[src/swm_cell.sv]
// One cell of the running-extremum chain: holds max and min of the newest k+1 words.
// Stand-alone; instantiated in a row by sliding_window_midpoint_core.
`timescale 1ns / 1ps
`default_nettype none
module swm_cell #(
	parameter int SAMPLE_BITS = 32
) (
	input  wire                          clk,
	input  wire                          en,
	input  wire signed [SAMPLE_BITS-1:0] smp,
	input  wire signed [SAMPLE_BITS-1:0] up_hi,
	input  wire signed [SAMPLE_BITS-1:0] up_lo,
	output logic signed [SAMPLE_BITS-1:0] hi,
	output logic signed [SAMPLE_BITS-1:0] lo
);

	logic signed [SAMPLE_BITS-1:0] hi_q;
	logic signed [SAMPLE_BITS-1:0] lo_q;

	always_ff @(posedge clk) begin
		if (en) begin
			hi_q <= (up_hi > smp) ? up_hi : smp;
			lo_q <= (up_lo < smp) ? up_lo : smp;
		end
	end

	assign hi = hi_q;
	assign lo = lo_q;

endmodule
`default_nettype wire

[config.mk]
export PLATFORM = sky130hd
export DESIGN_NAME = swm_cell
export DESIGN_NICKNAME = d
export VERILOG_FILES = /design/src/swm_cell.sv
export SDC_FILE = /design/constraint.sdc
export NUM_CORES = 1
export LEC_CHECK = 0
export ABC_AREA = 1
export ABC_CLOCK_PERIOD_IN_PS = 2100
export BUFFER_PORTS_ARGS = -buffer_cell sky130_fd_sc_hd__buf_2
export CAP_MARGIN = 20
export CORE_ASPECT_RATIO = 1.1
export CORE_UTILIZATION = 30
export CTS_CLUSTER_DIAMETER = 60
export CTS_CLUSTER_SIZE = 10
export DETAILED_ROUTE_END_ITERATION = 6
export GPL_ROUTABILITY_DRIVEN = 0
export MAX_ROUTING_LAYER = met4
export SYNTH_ARGS = -nofsm -noshare
export SYNTH_HDL_FRONTEND = slang
export SYNTH_SLANG_ARGS = --single-unit
[constraint.sdc]
create_clock -name clk -period 2.1 [get_ports clk]
set_input_delay 0.42 -clock clk [delete_from_list [all_inputs] [get_ports clk]]
set_output_delay 0.42 -clock clk [all_outputs]
set_load 0.02 [all_outputs]
# Word level (Yosys, flattened, before mapping)
# Index checks and enable logic that the tools add are counted.
[totals]
ff_bits = 64
output_inout_bits = 64
word_cells = 6
in_bits = 98
[op_classes]
mux = 2
order_cmp = 2
[ops]
columns = ["cell", "count"]
rows = [
  ["$mux 32", 2],
  ["$gt 32x32->1", 1],
  ["$lt 32x32->1", 1],
]

# Depth between registers and ports, before layout
[logic_depth]
ltp_word = 2
ltp_mapped = 18
mapped_depth_nobuf = 17

# Least setup slack after synthesis
# Ideal clock, no wire load.
[synth_timing]
path_type = "in2reg"
start = "input smp[31]"
end = "register hi_q[10], in the netlist hi[10], data pin"
slack_ps = 101
path_stages = 12
t_arrival_ps = 1746
setup_ps = 253
cell_sequence = "inv_1 > ha_1 > a21oi_1 > o21a_1 > nand2_1 > nor2_1 > nand2_1 > nand2_2 > nand3_4 > buf_6 > nand2_1 > nand2_1"
[synth_via]
elab_chain_len = 2
[synth_lines]
columns = ["element", "line_no", "rtl"]
rows = [
  ["from (decl)", "10", "input wire signed [SAMPLE_BITS-1:0] smp,"],
  ["$gt 32x32->1", "22", "hi_q <= (up_hi > smp) ? up_hi : smp;"],
  ["$mux 32", "22", ""],
  ["to (signal assigned)", "22", ""],
  ["to (decl)", "17", "logic signed [SAMPLE_BITS-1:0] hi_q;"],
]
# Every way passes these cells.
# A chain may end at the register's enable or synchronous reset.

# Final worst setup path
[layout_timing]
start = "input smp[17]"
end = "register lo_q[11], in the netlist lo[11], data pin"
[layout_via]
elab_chain_len = 2
[layout_lines]
columns = ["element", "line_no", "rtl"]
rows = [
  ["$lt 32x32->1", "23", "lo_q <= (up_lo < smp) ? up_lo : smp;"],
  ["$mux 32", "23", ""],
  ["to (signal assigned)", "23", ""],
  ["to (decl)", "18", "logic signed [SAMPLE_BITS-1:0] lo_q;"],
]
# Every way passes these cells.

==> flow_summary.ini <==
[pwr]
leakage_nw = 3.49
finalPower_mw = 4.82
power_density_nw_per_um2 = 707
ir_drop_mv = 0.346

[clock_network]
htree_levels = 3
cts_tree = built
ctsRootBufferMaster = clkbuf_16
holdBufCountCts = 0
numCtsBuffers = 9
path_clk_slew_ns = 0.05
clockBufferDepth = 2
cts_sinks = 64

[die]
core_sq_um = 14600
die_w_um = 119
ios = 162
die_y_um = 131
floorplan.rows = 46
die-area_sq_um = 15600
start_util_pct = 31.1

[worst_setup_path]
slowest_stage = ha_1
cp-end-kind = flip-flop
path_max_fanout = 7
cp_common_cell = nand2_1
crit_family = compound AO/OA/AOI/OAI gates
path_cells = buf_2 > inv_1 > ha_1 > a21oi_1 > o21ai_0 > nand2_1 > nand3_2 > a21oi_4 > nand3_4 > clkbuf_16 > nand3_1 > nand2_1
crit_type = in -> reg
max_stage_delay_ns = 0.31
critPathLaunchType = primary input
crit_required_ns = 2.18
cp.buffers_inverters = 3
arrival_ns = 2.13

[sta]
timing.fmax_mhz = 488
final_hold_viol_count = 0
period_share_pct = 97.5
rsz0062_at_grt = yes
setup_violations = 0
worst_pin_slew_ns = 0.377
period_needed_ns = 2.05
drv_slew = 0
max_slew_margin_pct = 74.9

[run]
drv_cap = 0

[grt]
grt_pass1_wl_um = 21100
grt.total_usage_pct = 18.1
grt_pass1_vias = 4265
overflow = 0
grt_max_degree = 65
antenna_found_initial = 0

[synthesis]
synth_fa_ha_area_share_pct = 17.4
yosys-mux-area-fraction_pct = 0
yosysWarnings = 0
syn-num-nets = 689
synth-xor-area-share_pct = 0
syn_inst = 528
ys_ff_latch = 64
synth.yosys.seq_area_share_pct = 42.3
yosys.cell_types.count = 21
syn_area_sq_um = 4540
synth_compound_area_share_pct = 4.35
synth_top_family_by_area = simple AND/OR/NAND/NOR gates
syn_avg_cell_area_sq_um = 8.60
synthSimpleGateAreaFrac_pct = 28.7

[detailed_routing]
drc = 0
viasPerCell = 4.83
wl_per_cell_um = 15.6
finalWirelength_um = 14900
top_layer_used = met4
ant_nets = 0
drtIter0Drc = 259
wl_met2_um = 7430
routed-wl-met3_um = 889
vias = 4596
drtPass1Iterations = 5
met1Wirelength_um = 6260

[run_status]
outcome = finished, final reports clean

[finish]
final_core_util_pct = 46.7
nNetsFinal = 916
fill_cells = 1476
syn2layout_area_growth_pct = 50.2
ff_latch_area_sq_um = 1920
multi_input_area_sq_um = 2620
drive_above_1_share_pct = 42.2
diodes = 0

[placement]
detailed_place_hpwl_um = 10700
portBuffers = 161

[hold_path]
min_path_type = in -> reg
holdPathStages = 3
min_to = hi[17]
min_from = smp[17]
[cells by family after synthesis]
family | count (synthesis)
AOI/OAI and AO/OA | 38
adders and majority gates | 63
DFF | 64
and+or+nand+nor | 291
buffers and inverters | 72
[final cells by class]
class,count,area share (%)
well taps,192,3.52
clock inverters,7,0.917
inverters,48,2.64
repair buffers,240,23.0
multi-input cells,392,38.4
flip-flops and latches,64,28.2
clock buffers,9,3.30
[synthesized netlist by cell type (all sizes together)]
library cell	number	area (sq um)
a21o	1	7.51
a21oi	28	140
buf	21	139
clkbuf	3	11.3
edfxtp	64	1920
ha	63	788
inv	48	180
nand2	161	607
nand3	70	368
nand4	37	238
nor2	21	81.3
nor3	2	10.0
o21a	2	15.0
o21ai	7	35.0
[how the worst max path moves through the flow]
stage | from | endpoint | slack (ns) | cells past startpoint
floorplan | smp[31] | hi[10] | 0.10 | 12
global placement | smp[23] | lo[6] | -0.32 | 13
detailed placement | smp[19] | lo[6] | -0.33 | 12
CTS | smp[19] | lo[16] | 0.003 | 12
global route | smp[3] | hi[14] | -0.06 | 18
finish | smp[17] | lo[11] | 0.05 | 12
[sequential cells by signal, indices dropped and copies added, names as in the netlist]
name / cells
lo: 32
hi: 32
[placed cells by master (no fill, tap or decap), types with 2 or more instances in the layout]
cell type  synthesis  layout
nand3_1           68      58
buf_8              0       2
buf_6              3      10
nand4_1           36      36
ha_1              63      56
nand2_1          160     133
nand3_2            1       8
buf_12             0       5
a21oi_4            0       2
nor2_1            20      15
o21ai_0            7       7
nand3_4            1       4
clkinv_2           0       4
inv_1             48      45
inv_2              0       3
nand2_2            1      22
nor3_1             2       2
buf_4              6      61
a21oi_1           28      19
ha_4               0       7
edfxtp_1          64      64
o21a_1             2       2
nor2_4             0       2
buf_2             12     159
a21oi_2            0       7
nand2_4            0       6
clkbuf_16          0      12
nor2_2             1       4
[worst min-delay path: stages]
cell	delay, ns
buf_2	0.10
nand2_1	0.05
nand2_1	0.04
[metrics by stage]
stage | cells | setup TNS, ns | hold WS (ns) | setup WS, ns | instance area [sq um]
after floorplan | 528 | 0 | 0.532 | 0.101 | 4540
after global placement | 930 | -17.84 | 0.721 | -0.318 | 6050
after detailed placement | 930 | -18.34 | 0.724 | -0.332 | 6050
after CTS | 946 | 0 | 0.379 | 0.00322 | 6340
after global routing | 952 | -1.62 | 0.390 | -0.0585 | 6820
final | 952 | 0 | 0.392 | 0.0529 | 6820
[power breakdown]
group | internal, mW | switching, mW
sequential | 1.64 | 0.0430
clock | 0.907 | 0.555
combinational | 0.683 | 0.992
[routing by layer]
layer,up-vias,GRT usage (%)
met5,-,-
met4,0,5.15
met3,23,2.98
met2,160,31.7
met1,2121,21.6
li1,2292,-
[timing repair]
action | in CTS | in global routing
resized for setup | 0 | 87
setup endpoints to repair | 0 | 64
setup buffers | 0 | 2
Power figures use the tool's default switching activity.
